File: config.mk
export PLATFORM = sky130hd
export DESIGN_NAME = priority_thread_scheduler
export DESIGN_NICKNAME = d
export VERILOG_FILES = /design/src/hw/rtl/pts_pkg.sv /design/src/hw/rtl/pts_ram.sv /design/src/hw/rtl/pts_sem_bank.sv /design/src/hw/rtl/priority_thread_scheduler.sv
export SDC_FILE = /design/constraint.sdc
export NUM_CORES = 2
export LEC_CHECK = 0
export ABC_AREA = 1
export BUFFER_PORTS_ARGS = -buffer_cell sky130_fd_sc_hd__buf_2
export CAP_MARGIN = 40
export CELL_PAD_IN_SITES_DETAIL_PLACEMENT = 1
export CELL_PAD_IN_SITES_GLOBAL_PLACEMENT = 1
export CORE_UTILIZATION = 55
export CTS_BUF_LIST = sky130_fd_sc_hd__clkbuf_4 sky130_fd_sc_hd__clkbuf_8
export DETAILED_ROUTE_END_ITERATION = 6
export PLACE_DENSITY_LB_ADDON = 0.1
export RECOVER_POWER = 50
export SYNTH_ARGS = -nofsm -noshare
export SYNTH_HDL_FRONTEND = slang
export SYNTH_HIERARCHICAL = 1
export SYNTH_SLANG_ARGS = --single-unit
File: constraint.sdc
create_clock -name i_clk -period 20.8 [get_ports i_clk]
set_clock_uncertainty 0.2 [all_clocks]
set_input_delay 4.16 -clock i_clk [delete_from_list [all_inputs] [get_ports i_clk]]
set_output_delay 4.16 -clock i_clk [all_outputs]
set_load 0.1 [all_outputs]
File: src/hw/rtl/pts_pkg.sv
// Package for the priority thread scheduler.
// Holds the command and status codes and the semaphore constants.
// No dependencies.
`default_nettype none
package pts_pkg;

    // Command codes carried by one input item.
    typedef enum logic [2:0] {
        CMD_ADD    = 3'd0,
        CMD_SLICE  = 3'd1,
        CMD_TICK   = 3'd2,
        CMD_SLEEP  = 3'd3,
        CMD_WAIT   = 3'd4,
        CMD_SIGNAL = 3'd5,
        CMD_SET    = 3'd6,
        CMD_KILL   = 3'd7
    } t_cmd;

    // Status codes returned with each result item.
    localparam logic [1:0] STAT_OK   = 2'd0;
    localparam logic [1:0] STAT_FULL = 2'd1;
    localparam logic [1:0] STAT_LAST = 2'd2;
    localparam logic [1:0] STAT_NONE = 2'd3;

    // Operations on the semaphore bank.
    typedef enum logic [1:0] {
        SEM_NOP = 2'd0,
        SEM_DEC = 2'd1,
        SEM_INC = 2'd2,
        SEM_LD  = 2'd3
    } t_sem_op;

    // The semaphore index is three bits wide, so at most eight counters are reachable.
    localparam int SEM_DEPTH = 8;
    localparam logic signed [15:0] SEM_MAX = 16'sh7FFF;
    localparam logic signed [15:0] SEM_MIN = 16'sh8000;

    // Sleep value of zero means the thread is not sleeping.
    localparam logic [31:0] SLEEP_ZERO = 32'h0000_0000;

endpackage
`default_nettype wire

File: src/hw/rtl/pts_ram.sv
// Simple dual-port synchronous RAM for the scheduler thread table.
// One write and one registered read per cycle; no package dependency.
`default_nettype none
module pts_ram #(
    parameter int DEPTH = 16,
    parameter int WIDTH = 64
) (
    input  wire                      i_clk,
    input  wire                      i_we,
    input  wire [$clog2(DEPTH)-1:0]  i_waddr,
    input  wire [WIDTH-1:0]          i_wdata,
    input  wire [$clog2(DEPTH)-1:0]  i_raddr,
    output logic [WIDTH-1:0]         o_rdata
);

    logic [WIDTH-1:0] mem [DEPTH];

    // Write port and registered read port.
    always_ff @(posedge i_clk) begin
        if (i_we) begin
            mem[i_waddr] <= i_wdata;
        end
        o_rdata <= mem[i_raddr];
    end

endmodule
`default_nettype wire

File: src/hw/rtl/pts_sem_bank.sv
// Bank of saturating signed counting semaphores.
// Depends on pts_pkg for the operation codes and limits.
`default_nettype none
module pts_sem_bank (
    input  wire                  i_clk,
    input  wire                  i_rst_n,
    input  pts_pkg::t_sem_op     i_op,
    input  wire [2:0]            i_idx,
    input  wire signed [15:0]    i_value,
    output logic signed [15:0]   o_next
);

    logic signed [15:0] r_cnt [pts_pkg::SEM_DEPTH];
    logic signed [15:0] cur;

    assign cur = r_cnt[i_idx];

    // Updated count of the addressed semaphore for the requested operation.
    always_comb begin
        case (i_op)
            pts_pkg::SEM_DEC: o_next = (cur == pts_pkg::SEM_MIN) ? cur : cur - 16'sd1;
            pts_pkg::SEM_INC: o_next = (cur == pts_pkg::SEM_MAX) ? cur : cur + 16'sd1;
            pts_pkg::SEM_LD:  o_next = i_value;
            default:          o_next = cur;
        endcase
    end

    // Counters clear on reset and take the new value on any operation.
    always_ff @(posedge i_clk) begin
        if (!i_rst_n) begin
            for (int k = 0; k < pts_pkg::SEM_DEPTH; k++) begin
                r_cnt[k] <= 16'sd0;
            end
        end else if (i_op != pts_pkg::SEM_NOP) begin
            r_cnt[i_idx] <= o_next;
        end
    end

endmodule
`default_nettype wire

File: src/hw/rtl/priority_thread_scheduler.sv
// Top level of the priority thread scheduler: command sequencer over the thread table.
// Depends on pts_pkg, pts_ram and pts_sem_bank.
//
// Channel   Direction  Ports                                         Handshake
// command   in         i_command, i_priority_req, i_sleep_time,      start & !busy
//                      i_sem_index, i_sem_value
// result    out        o_running_slot, o_running_id, o_status        o_valid, one cycle
//
// Set, full add, first add, last kill and idle commands: o_valid one cycle after start.
// Time slice, signal, add and kill walk the ring one slot a cycle over the table RAM port.
// Sleep and a blocking wait do a read-modify-write of the running slot (S_CURW, S_START)
// before the walk. The ms tick sweeps every slot. Reset is synchronous and clears all
// control state; table contents are only read after an add has written them. Results
// cannot be stalled.
`default_nettype none
module priority_thread_scheduler #(
    parameter int MAX_THREADS    = 16,
    parameter int NUM_SEMAPHORES = 8
) (
    input  wire                i_clk,
    input  wire                i_rst_n,
    input  wire                start,
    output logic               busy,
    input  wire [2:0]          i_command,
    input  wire [7:0]          i_priority_req,
    input  wire [31:0]         i_sleep_time,
    input  wire [2:0]          i_sem_index,
    input  wire signed [15:0]  i_sem_value,
    output logic               o_valid,
    output logic [3:0]         o_running_slot,
    output logic [15:0]        o_running_id,
    output logic [1:0]         o_status
);

    localparam int SW = $clog2(MAX_THREADS);
    localparam int LW = $clog2(MAX_THREADS + 1);

    // One thread table entry.
    typedef struct packed {
        logic [15:0]   id;
        logic [SW-1:0] nxt;
        logic [2:0]    bon;
        logic          blk;
        logic [31:0]   sleep;
        logic [7:0]    prio;
    } t_entry;

    typedef enum logic [6:0] {
        S_IDLE  = 7'b0000001,
        S_CURW  = 7'b0000010,
        S_START = 7'b0000100,
        S_WALK  = 7'b0001000,
        S_ADDW  = 7'b0010000,
        S_KILLW = 7'b0100000,
        S_TICK  = 7'b1000000
    } t_state;

    t_state r_state, n_state;
    pts_pkg::t_cmd r_cmd, n_cmd;
    logic [7:0]    r_prio, n_prio;
    logic [31:0]   r_stime, n_stime;
    logic [2:0]    r_idx, n_idx;
    logic [SW-1:0] r_cur, n_cur;
    logic [15:0]   r_cur_id, n_cur_id;
    logic [LW-1:0] r_live, n_live;
    logic [15:0]   r_idc, n_idc;
    logic [MAX_THREADS-1:0] r_used, n_used;
    logic [1:0]    r_status, n_status;
    logic          r_valid, n_valid;
    logic [SW-1:0] r_t, n_t;
    logic          r_head, n_head;
    logic [SW-1:0] r_prev, n_prev;
    t_entry        r_prev_ent, n_prev_ent;
    logic [SW-1:0] r_knext, n_knext;
    logic [15:0]   r_first_id, n_first_id;
    logic [SW-1:0] r_best, n_best;
    logic [8:0]    r_bestp, n_bestp;
    logic [15:0]   r_best_id, n_best_id;
    logic [SW-1:0] r_new, n_new;
    logic [15:0]   r_new_id, n_new_id;
    logic [SW:0]   r_i, n_i;

    logic          mem_we;
    logic [SW-1:0] mem_waddr, mem_raddr;
    t_entry        mem_wdata, d;
    logic [$bits(t_entry)-1:0] ram_q;

    pts_pkg::t_sem_op sem_op;
    logic signed [15:0] sem_next;

    logic          accept, alive, sem_ok, full, cand, found;
    logic [SW-1:0] free_slot, sel, tick_wa;
    logic [15:0]   sel_id, nid, first_id_eff;
    logic [SW+3:0] slot_ext;
    pts_pkg::t_cmd in_cmd;

    pts_ram #(
        .DEPTH (MAX_THREADS),
        .WIDTH ($bits(t_entry))
    ) u_ram (
        .i_clk   (i_clk),
        .i_we    (mem_we),
        .i_waddr (mem_waddr),
        .i_wdata (mem_wdata),
        .i_raddr (mem_raddr),
        .o_rdata (ram_q)
    );

    pts_sem_bank u_sem (
        .i_clk   (i_clk),
        .i_rst_n (i_rst_n),
        .i_op    (sem_op),
        .i_idx   (i_sem_index),
        .i_value (i_sem_value),
        .o_next  (sem_next)
    );

    assign d      = t_entry'(ram_q);
    assign in_cmd = pts_pkg::t_cmd'(i_command);
    assign busy   = (r_state != S_IDLE);
    assign accept = start && (r_state == S_IDLE);
    assign alive  = (r_live != '0);
    assign sem_ok = (32'(i_sem_index) < NUM_SEMAPHORES);
    assign full   = &r_used;
    assign nid    = (r_idc == 16'hFFFF) ? 16'd1 : r_idc + 16'd1;

    // Lowest free slot.
    always_comb begin
        free_slot = '0;
        for (int k = MAX_THREADS - 1; k >= 0; k--) begin
            if (!r_used[k]) begin
                free_slot = SW'(k);
            end
        end
    end

    // Pick evaluation for the slot whose entry is on the read port.
    assign cand = (d.sleep == pts_pkg::SLEEP_ZERO) && !d.blk && ({1'b0, d.prio} < r_bestp)
                  && !((r_cmd == pts_pkg::CMD_KILL) && (r_t == r_cur));
    assign found        = cand || !r_bestp[8];
    assign sel          = cand ? r_t : r_best;
    assign sel_id       = cand ? d.id : r_best_id;
    assign first_id_eff = (r_prev == r_cur) ? d.id : r_first_id;
    assign tick_wa      = SW'(r_i - 1'b1);

    // Sequencer: next state, table accesses and semaphore operations.
    always_comb begin
        n_state    = r_state;
        n_cmd      = r_cmd;
        n_prio     = r_prio;
        n_stime    = r_stime;
        n_idx      = r_idx;
        n_cur      = r_cur;
        n_cur_id   = r_cur_id;
        n_live     = r_live;
        n_idc      = r_idc;
        n_used     = r_used;
        n_status   = r_status;
        n_valid    = 1'b0;
        n_t        = r_t;
        n_head     = r_head;
        n_prev     = r_prev;
        n_prev_ent = r_prev_ent;
        n_knext    = r_knext;
        n_first_id = r_first_id;
        n_best     = r_best;
        n_bestp    = r_bestp;
        n_best_id  = r_best_id;
        n_new      = r_new;
        n_new_id   = r_new_id;
        n_i        = r_i;
        mem_we     = 1'b0;
        mem_waddr  = r_cur;
        mem_wdata  = d;
        mem_raddr  = r_cur;
        sem_op     = pts_pkg::SEM_NOP;

        case (r_state)
            S_IDLE: begin
                if (accept) begin
                    n_cmd    = in_cmd;
                    n_prio   = i_priority_req;
                    n_stime  = i_sleep_time;
                    n_idx    = i_sem_index;
                    n_status = pts_pkg::STAT_OK;
                    n_t      = r_cur;
                    n_head   = 1'b1;
                    case (in_cmd)
                        pts_pkg::CMD_ADD: begin
                            if (full) begin
                                n_status = pts_pkg::STAT_FULL;
                                n_valid  = 1'b1;
                            end else if (!alive) begin
                                mem_we          = 1'b1;
                                mem_waddr       = free_slot;
                                mem_wdata.prio  = i_priority_req;
                                mem_wdata.sleep = pts_pkg::SLEEP_ZERO;
                                mem_wdata.blk   = 1'b0;
                                mem_wdata.bon   = 3'd0;
                                mem_wdata.nxt   = free_slot;
                                mem_wdata.id    = nid;
                                n_cur           = free_slot;
                                n_cur_id        = nid;
                                n_idc           = nid;
                                n_live          = r_live + 1'b1;
                                n_used[free_slot] = 1'b1;
                                n_valid         = 1'b1;
                            end else begin
                                n_new    = free_slot;
                                n_new_id = nid;
                                n_state  = S_WALK;
                            end
                        end
                        pts_pkg::CMD_SLICE: begin
                            if (!alive) begin
                                n_status = pts_pkg::STAT_NONE;
                                n_valid  = 1'b1;
                            end else begin
                                n_state = S_WALK;
                            end
                        end
                        pts_pkg::CMD_TICK: begin
                            n_i     = '0;
                            n_state = S_TICK;
                        end
                        pts_pkg::CMD_SLEEP: begin
                            if (!alive) begin
                                n_status = pts_pkg::STAT_NONE;
                                n_valid  = 1'b1;
                            end else begin
                                n_state = S_CURW;
                            end
                        end
                        pts_pkg::CMD_WAIT: begin
                            if (!alive) begin
                                n_status = pts_pkg::STAT_NONE;
                                n_valid  = 1'b1;
                            end else if (!sem_ok) begin
                                n_valid = 1'b1;
                            end else begin
                                sem_op = pts_pkg::SEM_DEC;
                                if (sem_next < 16'sd0) begin
                                    n_state = S_CURW;
                                end else begin
                                    n_valid = 1'b1;
                                end
                            end
                        end
                        pts_pkg::CMD_SIGNAL: begin
                            if (!sem_ok) begin
                                n_valid = 1'b1;
                            end else begin
                                sem_op = pts_pkg::SEM_INC;
                                if ((sem_next <= 16'sd0) && alive) begin
                                    n_state = S_WALK;
                                end else begin
                                    n_valid = 1'b1;
                                end
                            end
                        end
                        pts_pkg::CMD_SET: begin
                            if (sem_ok) begin
                                sem_op = pts_pkg::SEM_LD;
                            end
                            n_valid = 1'b1;
                        end
                        default: begin
                            // Kill of the running thread.
                            if (!alive) begin
                                n_status = pts_pkg::STAT_NONE;
                                n_valid  = 1'b1;
                            end else if (r_live == LW'(1)) begin
                                n_live        = '0;
                                n_used[r_cur] = 1'b0;
                                n_status      = pts_pkg::STAT_LAST;
                                n_valid       = 1'b1;
                            end else begin
                                n_state = S_WALK;
                            end
                        end
                    endcase
                end
            end

            // Write back the running slot for sleep or a blocking wait.
            S_CURW: begin
                mem_we    = 1'b1;
                mem_waddr = r_cur;
                if (r_cmd == pts_pkg::CMD_SLEEP) begin
                    mem_wdata.sleep = r_stime;
                end else begin
                    mem_wdata.blk = 1'b1;
                    mem_wdata.bon = r_idx;
                end
                n_state = S_START;
            end

            // Read of the running slot goes out here after its write.
            S_START: begin
                n_t     = r_cur;
                n_head  = 1'b1;
                n_state = S_WALK;
            end

            // Ring walk, one slot a cycle; d is the entry of slot r_t.
            S_WALK: begin
                mem_raddr  = d.nxt;
                n_t        = d.nxt;
                n_prev     = r_t;
                n_prev_ent = d;
                n_head     = 1'b0;
                if (r_cmd == pts_pkg::CMD_ADD) begin
                    if (d.nxt == r_cur) begin
                        mem_we        = 1'b1;
                        mem_waddr     = r_t;
                        mem_wdata.nxt = r_new;
                        n_state       = S_ADDW;
                    end
                end else if (r_cmd == pts_pkg::CMD_SIGNAL) begin
                    if (!r_head) begin
                        if (d.blk && (d.bon == r_idx)) begin
                            mem_we        = 1'b1;
                            mem_waddr     = r_t;
                            mem_wdata.blk = 1'b0;
                            n_valid       = 1'b1;
                            n_state       = S_IDLE;
                        end else if (r_t == r_cur) begin
                            n_valid = 1'b1;
                            n_state = S_IDLE;
                        end
                    end
                end else if (r_head) begin
                    n_knext = d.nxt;
                    n_bestp = 9'h100;
                end else begin
                    if (cand) begin
                        n_best    = r_t;
                        n_bestp   = {1'b0, d.prio};
                        n_best_id = d.id;
                    end
                    if (r_prev == r_cur) begin
                        n_first_id = d.id;
                    end
                    if (r_t == r_cur) begin
                        n_prev     = r_prev;
                        n_prev_ent = r_prev_ent;
                        if (found) begin
                            n_cur    = sel;
                            n_cur_id = sel_id;
                            n_status = pts_pkg::STAT_OK;
                        end else begin
                            n_status = pts_pkg::STAT_NONE;
                        end
                        if (r_cmd == pts_pkg::CMD_KILL) begin
                            n_used[r_cur] = 1'b0;
                            if (!found) begin
                                n_cur    = r_knext;
                                n_cur_id = first_id_eff;
                            end
                            n_state = S_KILLW;
                        end else begin
                            n_valid = 1'b1;
                            n_state = S_IDLE;
                        end
                    end
                end
            end

            // Write the added thread, linked just before the running one.
            S_ADDW: begin
                mem_we          = 1'b1;
                mem_waddr       = r_new;
                mem_wdata.prio  = r_prio;
                mem_wdata.sleep = pts_pkg::SLEEP_ZERO;
                mem_wdata.blk   = 1'b0;
                mem_wdata.bon   = 3'd0;
                mem_wdata.nxt   = r_cur;
                mem_wdata.id    = r_new_id;
                n_idc           = r_new_id;
                n_live          = r_live + 1'b1;
                n_used[r_new]   = 1'b1;
                n_valid         = 1'b1;
                n_state         = S_IDLE;
            end

            // Unlink the killed slot from its predecessor.
            S_KILLW: begin
                mem_we        = 1'b1;
                mem_waddr     = r_prev;
                mem_wdata     = r_prev_ent;
                mem_wdata.nxt = r_knext;
                n_live        = r_live - 1'b1;
                n_valid       = 1'b1;
                n_state       = S_IDLE;
            end

            // Sweep: read slot r_i while writing back slot r_i - 1.
            S_TICK: begin
                mem_raddr = SW'(r_i);
                if (r_i != '0) begin
                    mem_waddr = tick_wa;
                    mem_we    = r_used[tick_wa];
                    if (d.sleep != pts_pkg::SLEEP_ZERO) begin
                        mem_wdata.sleep = d.sleep - 32'd1;
                    end
                end
                if (r_i == (SW+1)'(MAX_THREADS)) begin
                    n_valid = 1'b1;
                    n_state = S_IDLE;
                end else begin
                    n_i = r_i + 1'b1;
                end
            end

            default: begin
                n_state = S_IDLE;
            end
        endcase
    end

    // Control state with synchronous reset.
    always_ff @(posedge i_clk) begin
        if (!i_rst_n) begin
            r_state  <= S_IDLE;
            r_cur    <= '0;
            r_cur_id <= '0;
            r_live   <= '0;
            r_idc    <= '0;
            r_used   <= '0;
            r_status <= pts_pkg::STAT_OK;
            r_valid  <= 1'b0;
            r_head   <= 1'b0;
            r_i      <= '0;
        end else begin
            r_state  <= n_state;
            r_cur    <= n_cur;
            r_cur_id <= n_cur_id;
            r_live   <= n_live;
            r_idc    <= n_idc;
            r_used   <= n_used;
            r_status <= n_status;
            r_valid  <= n_valid;
            r_head   <= n_head;
            r_i      <= n_i;
        end
    end

    // Payload and walk registers.
    always_ff @(posedge i_clk) begin
        r_cmd      <= n_cmd;
        r_prio     <= n_prio;
        r_stime    <= n_stime;
        r_idx      <= n_idx;
        r_t        <= n_t;
        r_prev     <= n_prev;
        r_prev_ent <= n_prev_ent;
        r_knext    <= n_knext;
        r_first_id <= n_first_id;
        r_best     <= n_best;
        r_bestp    <= n_bestp;
        r_best_id  <= n_best_id;
        r_new      <= n_new;
        r_new_id   <= n_new_id;
    end

    // Result ports.
    assign slot_ext       = {4'b0000, r_cur};
    assign o_valid        = r_valid;
    assign o_running_slot = slot_ext[3:0];
    assign o_running_id   = alive ? r_cur_id : 16'd0;
    assign o_status       = r_status;

endmodule
`default_nettype wire

==> impl_metrics.py <==
metrics = {
    "critical_path": {
        "crit_required_ns": 21.21,
        "r2r_slack_ns": 11.41,
        "critical_path_source": "start",
        "reg2regPathDepth": 17,
        "critical_path.endpoint_type": "flip-flop",
        "crit_path_max_fanout": 36,
        "worst_r2r_dst": "u_ram/mem[2][55]",
        "worst_ep_arrival_time_ns": 12.28,
        "crit_end": "u_ram/mem[2][55]",
        "worst_setup_path_start_kind": "input pin",
        "worst_r2r_startpoint": "r_state[4]",
        "critical_path_class": "input pin to flip-flop",
    },
    "pwr": {
        "vdd_drop_max_mv": 0.141,
        "p_sw_mw": 4.97,
        "clock_network_fraction_of_total_power_pct": 22.6,
        "power_leakage_nw": 32.0,
        "power_per_cell_area_nw_per_um2": 155,
        "seq_power_share_pct": 38.4,
        "power.share.combinational_pct": 39.0,
        "power_switching_share_pct": 42.4,
        "p_int_mw": 6.75,
    },
    "finish": {
        "finish.net_count": 7440,
        "post_layout_nonfiller_instances": 9203,
        "areaGrowthSynthToFinish_pct": 10.4,
        "finalInstanceArea_um2": 75500,
        "layout_commonest_cell": "nand2_1",
        "layout.cells.most_common_list": "2,130 x nand2_1, 1,335 x edfxtp_1, 1,208 x inv_1, 925 x nand3_1, 336 x nor2_1",
        "final_layout_size_suffix_gt1_share_pct": 9.32,
    },
    "cts": {
        "cts.reportedPaths.clkPinSlew_ns": 0.06,
        "cts-root-buf": "clkbuf_8",
        "cts_made_buffers": 236,
        "post-cts-setup-buffers": 0,
        "ctsLongestPathBuffers": 3,
        "hold_buffers": 0,
        "clock_sink_count": 1472,
        "ctsResizeCount": 0,
        "clk_latency_ns": 0.99,
        "cts_h_tree_depth": 4,
        "cts_tree": "yes",
    },
    "place": {
        "dp_slack_ns": 11.30,
        "numPlacedInstances": 8755,
        "placedInstanceArea_um2": 71000,
        "dp_hpwl_um": 138000,
        "globalplace.congestion": 0.903,
        "port_buffers": 88,
    },
    "synth": {
        "synth_top_family_by_area": "simple AND/OR/NAND/NOR gates",
        "simple_logic_cell_fraction_of_the_synthesized_area_pct": 22.8,
        "synth-warning-count": 6,
        "synth-compound-area-share_pct": 4.21,
        "ys_seq_area_share_pct": 62.6,
        "synth_area_per_cell_um2": 9.50,
        "postSynthNetCount": 7283,
        "synth_top_cells_by_area": "edfxtp_1 59%, nand2_1 12%, nand3_1 6.8%",
        "synth_fa_ha_area_share_pct": 0.329,
        "yosysUniqueCellTypes": 66,
        "ys_async_sr_fraction_pct": 0,
        "synth_ff_type": "edfxtp_1",
        "yosys_top_cell_area_share_pct": 58.6,
        "synth.largest_area_cell": "edfxtp_1",
        "synthMuxAreaShare_pct": 0,
        "netlist_area_um2": 68400,
        "synth_xor_xnor_area_share_pct": 0.410,
        "synth_enable_flop_cells": 1335,
        "postSynthRegisterBits": 1472,
        "postSynthCellCount": 7200,
    },
    "global_route": {
        "grt_pass1_vias": 56100,
        "wire_length_of_the_first_global_routing_pass_um": 336000,
        "gr-total-overflow": 0,
        "antenna_found_initial": 7,
        "grt_start_max_net_pins": 186,
        "grt_usage_pct": 35.3,
    },
    "sta": {
        "tightest_slew_ns": 3.49,
        "holdWs_ns": 0.239,
        "setup_tns_ns": 0,
        "drv_slew": 717,
        "final_min_period_over_clock_period_pct": 57.1,
        "max_slew_margin_pct": -133,
        "unrepaired_setup_endpoints_after_global_routing": "no",
        "fin_ws_ns": 8.93,
        "finalSetupViolations": 0,
        "max_freq_mhz": 84.2,
        "post-route-min-period_ns": 11.87,
        "timing_hold_violations_final": 0,
    },
    "routing": {
        "drc_errors": 0,
        "routed_wl_um": 223000,
        "drt_pre_antenna_iters": 6,
        "vias_per_cell": 5.80,
        "total_via_count_in_the_routed_design": 53400,
        "routedWlPerCell_um": 24.3,
        "drt-initial-drc-count": 5230,
        "ant_nets": 0,
    },
    "die": {
        "die_area_um2": 126000,
        "row_count": 129,
        "boundaryPins": 89,
        "chipHeight_um": 355,
        "initial_utilization_pct": 55.4,
        "coreArea_um2": 123000,
        "die_w_um": 355,
    },
    "status": {
        "run_status": "complete, but fails checks",
        "failed_checks": "max-capacitance violations, max-slew violations",
    },
    "job": {
        "max_cap_violations": 24,
    },
    "hold_path": {
        "hold_path.class": "flip-flop to flip-flop",
    },
}
==> routing by layer <==
layer | GRT usage, % | share of wire (%) | up-vias
li1 | - | - | 23800
met5 | 0 | 0.0058 | -
met2 | 60.0 | 49 | 2228
met3 | 5.34 | 6.9 | 498
met4 | 13.3 | 3.4 | 2
met1 | 45.6 | 40 | 26900
==> cell usage after synthesis (9+ instances only) <==
| master | number |
|---|---|
| a211oi_1 | 9 |
| a21oi_1 | 137 |
| a31oi_1 | 25 |
| buf_1 | 21 |
| buf_2 | 151 |
| buf_4 | 21 |
| buf_6 | 58 |
| clkbuf_1 | 74 |
| dfxtp_1 | 137 |
| edfxtp_1 | 1335 |
| ha_1 | 18 |
| inv_1 | 1209 |
| inv_2 | 24 |
| nand2_1 | 2128 |
| nand2_2 | 23 |
| nand3_1 | 924 |
| nand3_2 | 14 |
| nand4_1 | 65 |
| nor2_1 | 345 |
| nor2_2 | 36 |
| nor2_4 | 16 |
| nor3_1 | 34 |
| o2111ai_1 | 38 |
| o211ai_1 | 30 |
| o21ai_0 | 162 |
| o21ai_1 | 17 |
| o22ai_1 | 22 |
| xnor2_1 | 14 |
| xor2_1 | 18 |
==> cells by family after synthesis <==
group	Yosys count
AND/OR/NAND/NOR	3627
adder cells (fa/ha/maj)	18
XOR/XNOR	32
flip-flops	1472
buffers and inverters	1568
AO/OA/AOI/OAI	483
==> area by class of cell <==
class / count / area (µm²)
tap: 1637 / 2050
fill: 13900 / 48000
timing repair buffer: 245 / 1800
sequential: 1472 / 42800
clock inverter: 88 / 708
clock buffer: 356 / 4350
multi-input combinational: 4160 / 19100
antenna: 3 / 7.51
inverter: 1242 / 4710
==> registers in the layout, summed over array words and instances, names as in the netlist, 4 cells and up <==
register        count
r_best_id          16
r_prev              4
u_sem/r_cnt       128
u_ram/o_rdata      64
r_t                 4
r_best              4
r_stime            32
r_bestp             9
r_new               4
r_idc              16
r_prio              8
r_cur_id           16
r_knext             4
r_used             16
o_running_slot      4
r_prev_ent         60
r_first_id         16
r_live              5
r_state             7
r_i                 5
r_new_id           16
u_ram/mem        1024
==> power by group through the flow <==
stage / Combinational, mW / Clock (mW) / Sequential, mW
finish: 4.57 / 2.65 / 4.50
global route: 4.90 / 2.80 / 4.52
CTS: 4.59 / 2.69 / 4.48
detailed placement: 4.52 / 0 / 4.53
global placement: 4.17 / 0 / 4.52
floorplan: 2.87 / 0 / 4.48
==> critical path: stages <==
cell and delay (ns):
clkbuf_1 0.11, inv_1 0.09, nor2_4 0.11, clkbuf_1 1.52, nand2_1 0.30, nor2_1 1.69
inv_1 0.73, o21ai_0 0.47, nand2_1 0.09, o2111ai_1 0.14, nand2_1 0.31, nor2_1 0.38
clkbuf_1 1.29, buf_4 0.45, buf_16 0.33
==> per-stage QoR <==
step	total power [mW]	util, %
2_1_floorplan	7.35	-
5_1_grt	12.2	61.2
3_5_place_dp	9.05	57.5
4_1_cts	11.8	61.6
6_report	11.7	61.2
3_3_place_gp	8.69	56.7
==> worst min path at each step <==
stage / start / to / slack [ns] / cells past startpoint
floorplan: u_ram/o_rdata[0] / r_prev_ent[0] / 0.21 / 0
global placement: u_ram/o_rdata[50] / r_prev_ent[50] / 0.24 / 0
detailed placement: u_ram/o_rdata[55] / r_prev_ent[55] / 0.22 / 0
CTS: u_ram/o_rdata[55] / r_prev_ent[55] / 0.24 / 0
global route: u_ram/o_rdata[55] / r_prev_ent[55] / 0.24 / 0
finish: u_ram/o_rdata[55] / r_prev_ent[55] / 0.24 / 0
Power figures use the tool's default switching activity.
